File: config.mk
export PLATFORM = sky130hd
export DESIGN_NAME = nonzero_pixel_bounding_box_core
export DESIGN_NICKNAME = d
export VERILOG_FILES = /design/src/rtl/nzbb_pkg.sv /design/src/rtl/nonzero_pixel_bounding_box_core.sv /design/src/rtl/nzbb_in_reg.sv /design/src/rtl/nzbb_track.sv /design/src/rtl/nzbb_out_reg.sv
export SDC_FILE = /design/constraint.sdc
export NUM_CORES = 1
export LEC_CHECK = 0
export BUFFER_PORTS_ARGS = -buffer_cell sky130_fd_sc_hd__buf_2
export CORE_MARGIN = 3
export CORE_UTILIZATION = 33
export DETAILED_ROUTE_END_ITERATION = 8
export GPL_ROUTABILITY_DRIVEN = 0
export GPL_TIMING_DRIVEN = 0
export SLEW_MARGIN = 20
export SYNTH_ARGS = -nofsm -noshare
export SYNTH_HDL_FRONTEND = slang
export SYNTH_SLANG_ARGS = --single-unit
File: constraint.sdc
create_clock -name clk -period 12.25 [get_ports clk]
set_input_delay 2.45 -clock clk [delete_from_list [all_inputs] [get_ports clk]]
set_output_delay 2.45 -clock clk [all_outputs]
set_load 0.02 [all_outputs]
File: src/rtl/nzbb_pkg.sv
// Shared widths, register indexes, reset values and types for the bounding box core.
`default_nettype none
package nzbb_pkg;

  localparam int PIX_W   = 8;
  localparam int CFG_W   = 13;
  localparam int PAD_W   = 2;
  localparam int CIDX_W  = 2;
  localparam int COORD_W = 12;
  localparam int SIZE_W  = 13;

  localparam int DEFAULT_MAX_DIM = 4096;
  // largest value a size register can hold
  localparam int CFG_MAX = (1 << CFG_W) - 1;

  // result item tdata: left, right, top, bottom, crop width, crop height, max index
  localparam int RES_BITS = 4 * COORD_W + 2 * SIZE_W + PIX_W;
  localparam int M_TDATA_W = ((RES_BITS + 7) / 8) * 8;
  localparam int S_TDATA_W = ((PIX_W + 7) / 8) * 8;

  localparam logic [CIDX_W-1:0] REG_FRAME_WIDTH  = 2'd0;
  localparam logic [CIDX_W-1:0] REG_FRAME_HEIGHT = 2'd1;
  localparam logic [CIDX_W-1:0] REG_ROW_PAD      = 2'd2;

  localparam logic [CFG_W-1:0] RST_FRAME_WIDTH  = 13'd640;
  localparam logic [CFG_W-1:0] RST_FRAME_HEIGHT = 13'd480;
  localparam logic [PAD_W-1:0] RST_ROW_PAD      = 2'd0;

  typedef struct packed {
    logic [CFG_W-1:0] frame_width;
    logic [CFG_W-1:0] frame_height;
    logic [PAD_W-1:0] row_pad;
  } nzbb_cfg_t;

  typedef struct packed {
    logic               found;
    logic [PIX_W-1:0]   max_index;
    logic [SIZE_W-1:0]  crop_height;
    logic [SIZE_W-1:0]  crop_width;
    logic [COORD_W-1:0] box_bottom;
    logic [COORD_W-1:0] box_top;
    logic [COORD_W-1:0] box_right;
    logic [COORD_W-1:0] box_left;
  } nzbb_result_t;

endpackage
`default_nettype wire

File: src/rtl/nonzero_pixel_bounding_box_core.sv
// Top level of the bounding box core: config registers, input, tracker and result stages.
//
//  channel   dir  handshake                        payload
//  s_axis    in   s_axis_tvalid / s_axis_tready    tdata[7:0] pixel
//  m_axis    out  m_axis_tvalid / m_axis_tready    tdata: box, crop size, max index; tuser found
//  cfg       in   cfg_we (no wait)                 cfg_index, cfg_data
//
// One pixel item per clock sustained unless a waiting result stalls the tracker; each byte
// passes the input register and is then folded into the trackers; the frame's last byte
// also loads the result register; the result item is valid from the cycle after that load.
// Reset loads 640x480 with no row pad and clears counters and trackers.
// A waiting result stalls the tracker only on the last byte of the next frame;
// the input stalls with it until the result item is taken.
`default_nettype none
module nonzero_pixel_bounding_box_core #(
  parameter int MAX_DIM = nzbb_pkg::DEFAULT_MAX_DIM
) (
  input  wire logic                           clk,
  input  wire logic                           rst,
  input  wire logic                           s_axis_tvalid,
  output logic                                s_axis_tready,
  // [7:0] pixel
  input  wire logic [nzbb_pkg::S_TDATA_W-1:0] s_axis_tdata,
  output logic                                m_axis_tvalid,
  input  wire logic                           m_axis_tready,
  // [11:0] box_left, [23:12] box_right, [35:24] box_top, [47:36] box_bottom,
  // [60:48] crop_width, [73:61] crop_height, [81:74] max_index, rest zero
  output logic [nzbb_pkg::M_TDATA_W-1:0]      m_axis_tdata,
  // [0] found
  output logic                                m_axis_tuser,
  input  wire logic                           cfg_we,
  input  wire logic [nzbb_pkg::CIDX_W-1:0]    cfg_index,
  input  wire logic [nzbb_pkg::CFG_W-1:0]     cfg_data
);
  import nzbb_pkg::*;

  nzbb_cfg_t        cfg;
  logic             held_valid;
  logic [PIX_W-1:0] held_pixel;
  logic             advance;
  logic             step;
  logic             frame_end;
  nzbb_result_t     result;
  nzbb_result_t     out_result;

  always_ff @(posedge clk) begin
    if (rst) begin
      cfg.frame_width  <= RST_FRAME_WIDTH;
      cfg.frame_height <= RST_FRAME_HEIGHT;
      cfg.row_pad      <= RST_ROW_PAD;
    end else if (cfg_we) begin
      unique case (cfg_index)
        REG_FRAME_WIDTH:  cfg.frame_width  <= cfg_data;
        REG_FRAME_HEIGHT: cfg.frame_height <= cfg_data;
        REG_ROW_PAD:      cfg.row_pad      <= cfg_data[PAD_W-1:0];
        default: begin
        end
      endcase
    end
  end

  // hold the tracker only when this byte ends a frame and the result slot is full
  assign advance = !frame_end || !m_axis_tvalid || m_axis_tready;
  assign step    = held_valid && advance;

  nzbb_in_reg u_in_reg (
    .clk        (clk),
    .rst        (rst),
    .in_valid   (s_axis_tvalid),
    .in_ready   (s_axis_tready),
    .in_pixel   (s_axis_tdata[PIX_W-1:0]),
    .advance    (advance),
    .held_valid (held_valid),
    .held_pixel (held_pixel)
  );

  nzbb_track #(
    .MAX_DIM (MAX_DIM)
  ) u_track (
    .clk       (clk),
    .rst       (rst),
    .cfg       (cfg),
    .step      (step),
    .pixel     (held_pixel),
    .frame_end (frame_end),
    .result    (result)
  );

  nzbb_out_reg u_out_reg (
    .clk         (clk),
    .rst         (rst),
    .load        (step && frame_end),
    .load_result (result),
    .out_valid   (m_axis_tvalid),
    .out_ready   (m_axis_tready),
    .out_result  (out_result)
  );

  assign m_axis_tdata = M_TDATA_W'({out_result.max_index, out_result.crop_height,
                                    out_result.crop_width, out_result.box_bottom,
                                    out_result.box_top, out_result.box_right,
                                    out_result.box_left});
  assign m_axis_tuser = out_result.found;

endmodule
`default_nettype wire

File: src/rtl/nzbb_in_reg.sv
// Input register: holds one accepted pixel item until the tracker takes it.
`default_nettype none
module nzbb_in_reg (
  input  wire logic                     clk,
  input  wire logic                     rst,
  input  wire logic                     in_valid,
  output logic                          in_ready,
  input  wire logic [nzbb_pkg::PIX_W-1:0] in_pixel,
  input  wire logic                     advance,
  output logic                          held_valid,
  output logic [nzbb_pkg::PIX_W-1:0]    held_pixel
);
  import nzbb_pkg::*;

  assign in_ready = !held_valid || advance;

  always_ff @(posedge clk) begin
    if (rst) begin
      held_valid <= 1'b0;
    end else if (in_valid && in_ready) begin
      held_valid <= 1'b1;
    end else if (advance) begin
      held_valid <= 1'b0;
    end
  end

  always_ff @(posedge clk) begin
    if (in_valid && in_ready) begin
      held_pixel <= in_pixel;
    end
  end

endmodule
`default_nettype wire

File: src/rtl/nzbb_track.sv
// Raster counters and box trackers; forms the frame result on the last byte.
`default_nettype none
module nzbb_track #(
  parameter int MAX_DIM = nzbb_pkg::DEFAULT_MAX_DIM
) (
  input  wire logic                       clk,
  input  wire logic                       rst,
  input  wire nzbb_pkg::nzbb_cfg_t        cfg,
  input  wire logic                       step,
  input  wire logic [nzbb_pkg::PIX_W-1:0] pixel,
  output logic                            frame_end,
  output nzbb_pkg::nzbb_result_t          result
);
  import nzbb_pkg::*;

  // sizes above the register range can never be reached
  localparam int EFF_MAX = (MAX_DIM < CFG_MAX) ? MAX_DIM : CFG_MAX;
  localparam int DIM_W   = $clog2(EFF_MAX + 1);
  localparam int CNT_W   = $clog2(EFF_MAX + (1 << PAD_W) - 1);
  localparam int POS_W   = $clog2(EFF_MAX);
  localparam int SUM_W   = CNT_W + 1;
  localparam int RSUM_W  = POS_W + 1;
  localparam logic [DIM_W-1:0] DIM_CAP = DIM_W'(EFF_MAX);

  logic [CNT_W-1:0] column_count, column_count_next;
  logic [POS_W-1:0] row_count, row_count_next;
  logic [POS_W-1:0] min_column, min_column_next;
  logic [POS_W-1:0] max_column, max_column_next;
  logic [POS_W-1:0] first_row, first_row_next;
  logic [POS_W-1:0] last_row, last_row_next;
  logic             seen_any, seen_any_next;
  logic [PIX_W-1:0] peak_value, peak_value_next;

  logic [DIM_W-1:0] w, h;
  logic             in_row;
  logic             row_end;
  logic [POS_W-1:0] col_pos;
  logic [RSUM_W-1:0] crop_w, crop_h;

  // treat zero as one and clip to the largest supported size
  always_comb begin
    if (cfg.frame_width == '0) begin
      w = DIM_W'(1);
    end else if (32'(cfg.frame_width) > 32'(EFF_MAX)) begin
      w = DIM_CAP;
    end else begin
      w = DIM_W'(cfg.frame_width);
    end
    if (cfg.frame_height == '0) begin
      h = DIM_W'(1);
    end else if (32'(cfg.frame_height) > 32'(EFF_MAX)) begin
      h = DIM_CAP;
    end else begin
      h = DIM_W'(cfg.frame_height);
    end
  end

  assign in_row    = CNT_W'(column_count) < CNT_W'(w);
  assign col_pos   = POS_W'(column_count);
  assign row_end   = (SUM_W'(column_count) + SUM_W'(1)) >= (SUM_W'(w) + SUM_W'(cfg.row_pad));
  assign frame_end = row_end && ((RSUM_W'(row_count) + RSUM_W'(1)) >= RSUM_W'(h));

  always_comb begin
    min_column_next = min_column;
    max_column_next = max_column;
    first_row_next  = first_row;
    last_row_next   = last_row;
    seen_any_next   = seen_any;
    peak_value_next = peak_value;

    // pad bytes leave the trackers alone
    if (in_row) begin
      if (pixel > peak_value) begin
        peak_value_next = pixel;
      end
      if (pixel != '0) begin
        if (!seen_any) begin
          first_row_next  = row_count;
          min_column_next = col_pos;
          max_column_next = col_pos;
        end else begin
          if (col_pos < min_column) begin
            min_column_next = col_pos;
          end
          if (col_pos > max_column) begin
            max_column_next = col_pos;
          end
        end
        last_row_next = row_count;
        seen_any_next = 1'b1;
      end
    end

    if (!row_end) begin
      column_count_next = column_count + CNT_W'(1);
      row_count_next    = row_count;
    end else if (!frame_end) begin
      column_count_next = '0;
      row_count_next    = row_count + POS_W'(1);
    end else begin
      column_count_next = '0;
      row_count_next    = '0;
    end
  end

  assign crop_w = RSUM_W'(max_column_next) - RSUM_W'(min_column_next) + RSUM_W'(1);
  assign crop_h = RSUM_W'(last_row_next) - RSUM_W'(first_row_next) + RSUM_W'(1);

  always_comb begin
    result.max_index = peak_value_next;
    result.found     = seen_any_next;
    if (seen_any_next) begin
      result.box_left    = COORD_W'(min_column_next);
      result.box_right   = COORD_W'(max_column_next);
      result.box_top     = COORD_W'(first_row_next);
      result.box_bottom  = COORD_W'(last_row_next);
      result.crop_width  = SIZE_W'(crop_w);
      result.crop_height = SIZE_W'(crop_h);
    end else begin
      result.box_left    = '0;
      result.box_right   = '0;
      result.box_top     = '0;
      result.box_bottom  = '0;
      result.crop_width  = '0;
      result.crop_height = '0;
    end
  end

  always_ff @(posedge clk) begin
    if (rst) begin
      column_count <= '0;
      row_count    <= '0;
      min_column   <= '1;
      max_column   <= '0;
      first_row    <= '0;
      last_row     <= '0;
      seen_any     <= 1'b0;
      peak_value   <= '0;
    end else if (step) begin
      column_count <= column_count_next;
      row_count    <= row_count_next;
      if (frame_end) begin
        // clear for the next frame
        min_column <= '1;
        max_column <= '0;
        first_row  <= '0;
        last_row   <= '0;
        seen_any   <= 1'b0;
        peak_value <= '0;
      end else begin
        min_column <= min_column_next;
        max_column <= max_column_next;
        first_row  <= first_row_next;
        last_row   <= last_row_next;
        seen_any   <= seen_any_next;
        peak_value <= peak_value_next;
      end
    end
  end

endmodule
`default_nettype wire

File: src/rtl/nzbb_out_reg.sv
// Result register: holds the frame result item until the sink takes it.
`default_nettype none
module nzbb_out_reg (
  input  wire logic                   clk,
  input  wire logic                   rst,
  input  wire logic                   load,
  input  wire nzbb_pkg::nzbb_result_t load_result,
  output logic                        out_valid,
  input  wire logic                   out_ready,
  output nzbb_pkg::nzbb_result_t      out_result
);
  import nzbb_pkg::*;

  always_ff @(posedge clk) begin
    if (rst) begin
      out_valid <= 1'b0;
    end else if (load) begin
      out_valid <= 1'b1;
    end else if (out_ready) begin
      out_valid <= 1'b0;
    end
  end

  always_ff @(posedge clk) begin
    if (load) begin
      out_result <= load_result;
    end
  end

endmodule
`default_nettype wire
### Word-level counts from Yosys, hierarchy flattened

Cells that the tools add are included.

* register bits after elaboration: 203
* input port bits: 28

* $add $sub $neg: 9
* magnitude comparators: 8
* equality and inequality tests: 2
* muxes and demuxes: 33
* reduce and logical (&&, ||, !) cells: 20

Operators by type and width (count)
* 12-bit 2-to-1 mux: 18
* 13-bit 2-to-1 mux: 5
* 13-bit by 1-bit adder with 13-bit output, second input constant: 3
* 13-bit > comparator, second input constant: 2
* 13-bit zero test: 2
* 12-bit by 12-bit subtractor with 13-bit output: 2
* 8-bit 2-to-1 mux: 3
* 13-bit by 1-bit adder with 14-bit output, second input constant: 1
* 13-bit by 2-bit adder with 14-bit output: 1
* 14-bit >= comparator: 1
* 12-bit by 1-bit adder with 13-bit output, second input constant: 1
* 13-bit >= comparator: 1
* 13-bit < comparator: 1
* 12-bit by 1-bit adder with 12-bit output, second input constant: 1
* 12-bit > comparator: 1
* 12-bit < comparator: 1
* 8-bit > comparator: 1
* 2-bit AND reduction: 4
* 8-bit nonzero test: 1
* 1-bit 2-to-1 mux: 7
* 1-bit logical AND: 4
* 2-bit nonzero test: 2
* 1-bit zero test: 3
* 1-bit logical OR: 3
* other kinds (3): 3

### Logic depth before layout (Yosys ltp)

* depth after elaboration: 12
* mapped depth: 24
* gate-level depth less buffers: 22

### Cells and area by module

A second synthesis with hierarchy kept.

* cell total of the unflattened synthesis: 1238
* area total of the unflattened synthesis: 11941.5 um^2

By module, submodules not included
* nzbb_track: times used 1, cells each 1013, area an instance 7852.5 um^2, sequential area each 1641.6 um^2
* nzbb_out_reg: times used 1, cells each 87, area an instance 2531.2 um^2, sequential area each 2512.4 um^2
* nonzero_pixel_bounding_box_core: times used 1, cells each 125, area an instance 1262.5 um^2, sequential area each 560.5 um^2
* nzbb_in_reg: times used 1, cells each 13, area an instance 295.3 um^2, sequential area each 260.2 um^2

### Worst setup path before layout

Ideal clock, no wire load.

* path type: register to register
* start: register, netlist name cfg[27]
* end: register u_track.min_column[0]
* arrival time: 12.566 ns
* setup slack: -0.379 ns
* cell stages (with the launch flop): 20
* buffers on the path: 2
* cells stage by stage: dfxtp_1 -> inv_1 -> buf_1 -> nand2_1 -> inv_1 -> ha_1 -> a21o_1 -> or4b_2 -> nor4_1 -> nand4_1 -> xnor2_1 -> ha_1 -> a21oi_1 -> o211a_1 -> o21ai_0 -> o221ai_1 -> nor4_1 -> nor2_1 -> clkbuf_1 -> nand3_1

* word-level cells in the longest chain between the ends: 10

RTL lines
* 13-bit > comparator: line nzbb_track.sv:44 `end else if (32'(cfg.frame_width) > 32'(EFF_MAX)) begin`
* 13-bit 2-to-1 mux: line nzbb_track.sv:44
* 13-bit 2-to-1 mux *: line nzbb_track.sv:42 `if (cfg.frame_width == '0) begin`
* 13-bit by 2-bit adder with 14-bit output: line nzbb_track.sv:60 `assign row_end = (SUM_W'(column_count) + SUM_W'(1)) >= (SUM_W'(w) + SUM_W'(cfg.row_pad));`
* 14-bit >= comparator: line nzbb_track.sv:60
* 1-bit logical AND: line nzbb_track.sv:61 `assign frame_end = row_end && ((RSUM_W'(row_count) + RSUM_W'(1)) >= RSUM_W'(h));`
* 1-bit zero test
* 1-bit logical OR (2 in a row): line nonzero_pixel_bounding_box_core.sv:63 `assign advance = !frame_end || !m_axis_tvalid || m_axis_tready;`
* 1-bit logical AND: line nonzero_pixel_bounding_box_core.sv:64 `assign step = held_valid && advance;`
* end signal: assignment: line nzbb_track.sv:151 `min_column <= min_column_next;`
* end: declaration: line nzbb_track.sv:27 `logic [POS_W-1:0] min_column, min_column_next;`

Every way passes the cells marked *; elsewhere a longest branch is shown, timed or not.
A chain may end at the register's enable or synchronous reset.

### Worst setup path after layout

* start: register, netlist name cfg[27]
* end: output port s_axis_tready

* word-level cells in the longest chain between the ends: 10

RTL lines
* 13-bit > comparator: line nzbb_track.sv:44
* 13-bit 2-to-1 mux: line nzbb_track.sv:44
* 13-bit 2-to-1 mux *: line nzbb_track.sv:42
* 13-bit by 2-bit adder with 14-bit output *: line nzbb_track.sv:60
* 14-bit >= comparator *: line nzbb_track.sv:60
* 1-bit logical AND *: line nzbb_track.sv:61
* 1-bit zero test *
* 1-bit logical OR * (2 in a row): line nonzero_pixel_bounding_box_core.sv:63
* 1-bit logical OR *: line nzbb_in_reg.sv:15 `assign in_ready = !held_valid || advance;`
* end: declaration: line nonzero_pixel_bounding_box_core.sv:21 `output logic s_axis_tready,`

Marked as above.

==> results.yml <==
route:
  first_pass_iters: 6
  wirelength_um: 28600
  drc_errors: 0
  dr.first_iter.drc_count: 588
  postRouteAntennaNets: 0
  wl_per_cell_um: 15.5
  num_vias: 9185
  viasPerCell: 4.96
pwr:
  p_leak_nw: 6.03
  peakVddDrop_uv: 79.9
  power.switching_uw: 393
  power_density_mw_per_mm2: 118
  power.internal_mw: 1.23
  p_sw_frac: 0.242
  pwr-share-comb: 0.086
  p_clk_frac: 0.464
  seqPwrFrac: 0.450
synthesis:
  netlist_area_mm2: 0.0117
  ys_types: 67
  ys.flop_type: "dfxtp_1"
  syn_area_per_cell_um2: 9.48
  netlist_instances: 1229
  synth_edf_count: 91
  synth.area.top_cells: "edfxtp_1, dfxtp_1, ha_1"
  yosys_warnings: 0
  yosysSeqAreaShare: 0.427
  async_flop_share: 0
  synth.top_cell.area_share: 0.234
  ys_seq_elements: 203
  yosysTopAreaCell: "edfxtp_1"
final_layout:
  final_net_count: 1530
  finish.instance_area_mm2: 0.0137
  diodes: 0
  final_cells: 1852
  post_route_cells_drive_above_1_share: 0.147
  areaGrowthSynthToFinish_pct: 17.8
sta:
  min_period_ns: 8.26
  worstMarginPinSlew_ns: 0.986
  setup_tns_ns: 0
  setup_slack_ns: 3.99
  rsz0062_at_grt: "false"
  fmax_ghz: 0.121
  period_share: 0.674
  slew_violations: 0
  setup_viol: 0
  hold_viol: 0
  fin_skew_ns: 0.0185
  slew_headroom: 0.343
floorplan:
  die_area_mm2: 0.0376
  die_h_um: 194
  ios: 119
  chipWidth_um: 194
  initial_core_util: 0.336
  coreArea_mm2: 0.0347
  placement_rows: 68
grt:
  grt_pass1_wl_um: 46800
  grt_usage: 0.149
  grt_antenna_before_repair: 0
  grt_pass1_vias: 9126
  grt_overflow: 0
  grt_max_degree: 15
clock_network:
  cts_root_buf: "clkbuf_16"
  path_clk_slew_ns: 0.06
  cts_tree: "done"
  cts_sinks: 203
  clk_latency_ns: 0.53
  cts_max_path_buffers: 3
  htreeDepth: 1
  ctsResizeCount: 0
  cts_buffers: 24
  hold_buffers: 0
  postCtsSetupRepairBufs: 0
placed_design:
  place_hpwl_um: 22300
  dpl-instance-area_mm2: 0.0129
  dpl_worst_slack_ns: 4.58
  port-buffer-count: 112
  dpl.cell_count: 1808
setup_path:
  cp_top_family: "simple AND/OR/NAND/NOR gates"
  crit_path_end_kind: "output port"
  crit_type: "flip-flop to output port"
  slowest_stage: "o221ai_1"
  slowest_delay_ns: 0.77
  crit_fanout: 10
  crit_required_ns: 9.80
  start_kind: "flip-flop"
  crit_buf_inv: 4
  critPathArrivalTime_ns: 5.81
  cp_cell_sequence: "inv_1, buf_1, nand2_1, inv_1, ha_1, a21o_1, or4b_2, nor4_1, nand4_1, xnor2_1, ha_1, a21oi_1, o211a_1, nand2_1, o221ai_1, nor2_1, nand3_1, buf_2"
job:
  max_cap_viol_count: 0
status:
  status: "completed"
worst_hold_path:
  hold_path.class: "flip-flop to flip-flop"
## routing by layer
| metal | wire [um] | track usage |
|---|---|---|
| met2 | 12700 | 0.241 |
| met1 | 14100 | 0.211 |
| met3 | 1370 | 0.0196 |
| met4 | 506 | 0.0356 |
| met5 | 0 | 0 |
## cell type report
| cell class | instances | area (um^2) |
|---|---|---|
| Tap cell | 455 | 569 |
| Timing Repair Buffer | 119 | 639 |
| Buffer | 74 | 339 |
| Sequential cell | 203 | 4970 |
| Clock inverter | 17 | 199 |
| Fill cell | 3453 | 21000 |
| Inverter | 62 | 233 |
| Clock buffer | 27 | 633 |
| Multi-Input combinational cell | 895 | 6140 |
## power groups by stage
stage / logic (mW) / registers (mW) / clock network, mW
5_1_grt: 0.160 / 0.734 / 0.799
3_3_place_gp: 0.137 / 0.746 / 0
6_report: 0.139 / 0.732 / 0.754
4_1_cts: 0.140 / 0.732 / 0.769
3_5_place_dp: 0.140 / 0.747 / 0
2_1_floorplan: 0.103 / 0.743 / 0
## per-stage QoR
stage	total power, mW	util	hold WS (ns)
detailed placement	0.887	0.372	0.454
global placement	0.883	0.369	0.446
global route	1.69	0.395	0.485
CTS	1.64	0.395	0.467
finish	1.63	0.395	0.468
floorplan	0.845	-	0.436
## worst paths after layout
check	start	end	slack, ns	cells past startpoint
worst max-delay path	cfg[27]$_SDFFE_PP0P_	s_axis_tready	3.99	18
worst min-delay path	u_track.last_row[9]$_SDFFE_PP0N_	u_track.last_row[9]$_SDFFE_PP0N_	0.47	1
worst max register to register	cfg[27]$_SDFFE_PP0P_	u_out_reg.out_result[59]$_SDFFCE_PN0P_	5.85	22
worst min register to register	u_track.last_row[9]$_SDFFE_PP0N_	u_track.last_row[9]$_SDFFE_PP0N_	0.47	1
## flip-flops by register name (all words and copies together), names as in the netlist
| signal | flops |
|---|---|
| u_in_reg.held_valid | 1 |
| u_track.seen_any | 1 |
| u_in_reg.held_pixel | 8 |
| u_out_reg.out_result | 83 |
| u_track.peak_value | 8 |
| u_track.first_row | 12 |
| u_out_reg.out_valid | 1 |
| u_track.last_row | 12 |
| cfg | 28 |
| u_track.max_column | 12 |
| u_track.column_count | 13 |
| u_track.min_column | 12 |
| u_track.row_count | 12 |
## cells in the mapped netlist (7+ instances only)
cell type	instances
nand2_1	153
ha_1	120
dfxtp_1	112
nor2_1	96
edfxtp_1	91
a21oi_1	70
inv_1	62
o21ai_0	57
clkbuf_1	45
a22o_1	44
nand3_1	41
and2_1	34
mux2i_1	34
xor2_1	27
and3_1	19
buf_2	19
xnor2_1	17
a21o_1	15
nor2b_1	15
nor3_1	14
a32o_1	12
nand4_1	10
a31oi_1	8
nand3b_1	8
nor4_1	7
o21a_1	7
o31ai_1	7
## logic make-up (layout without fill, tap and decap cells)
| group | count (synthesis) | in the layout | share of synthesized area |
|---|---|---|---|
| simple gates | 425 | 425 | 0.174 |
| compound gates | 257 | 257 | 0.148 |
| flops | 203 | 203 | 0.427 |
| buf+inv | 136 | 299 | 0.0491 |
| fa+ha+maj | 123 | 123 | 0.134 |
| xor+xnor | 44 | 44 | 0.0331 |
| mux | 39 | 39 | 0.0340 |
| other cells | 2 | 7 | 0.000644 |
## cell usage in the layout (no fill, tap or decap), types with 19 or more instances in the layout
master | Yosys | routed
o21ai_0 | 57 | 57
a22o_1 | 44 | 44
nand3_1 | 41 | 41
a21oi_1 | 70 | 70
buf_2 | 19 | 131
nor2_1 | 96 | 96
xor2_1 | 27 | 27
clkbuf_1 | 45 | 47
and2_1 | 34 | 34
and3_1 | 19 | 19
mux2i_1 | 34 | 34
clkbuf_16 | 0 | 25
inv_1 | 62 | 62
nand2_1 | 153 | 153
edfxtp_1 | 91 | 91
dfxtp_1 | 112 | 112
ha_1 | 120 | 120
Note: power is estimated with default switching activity, not from simulation.
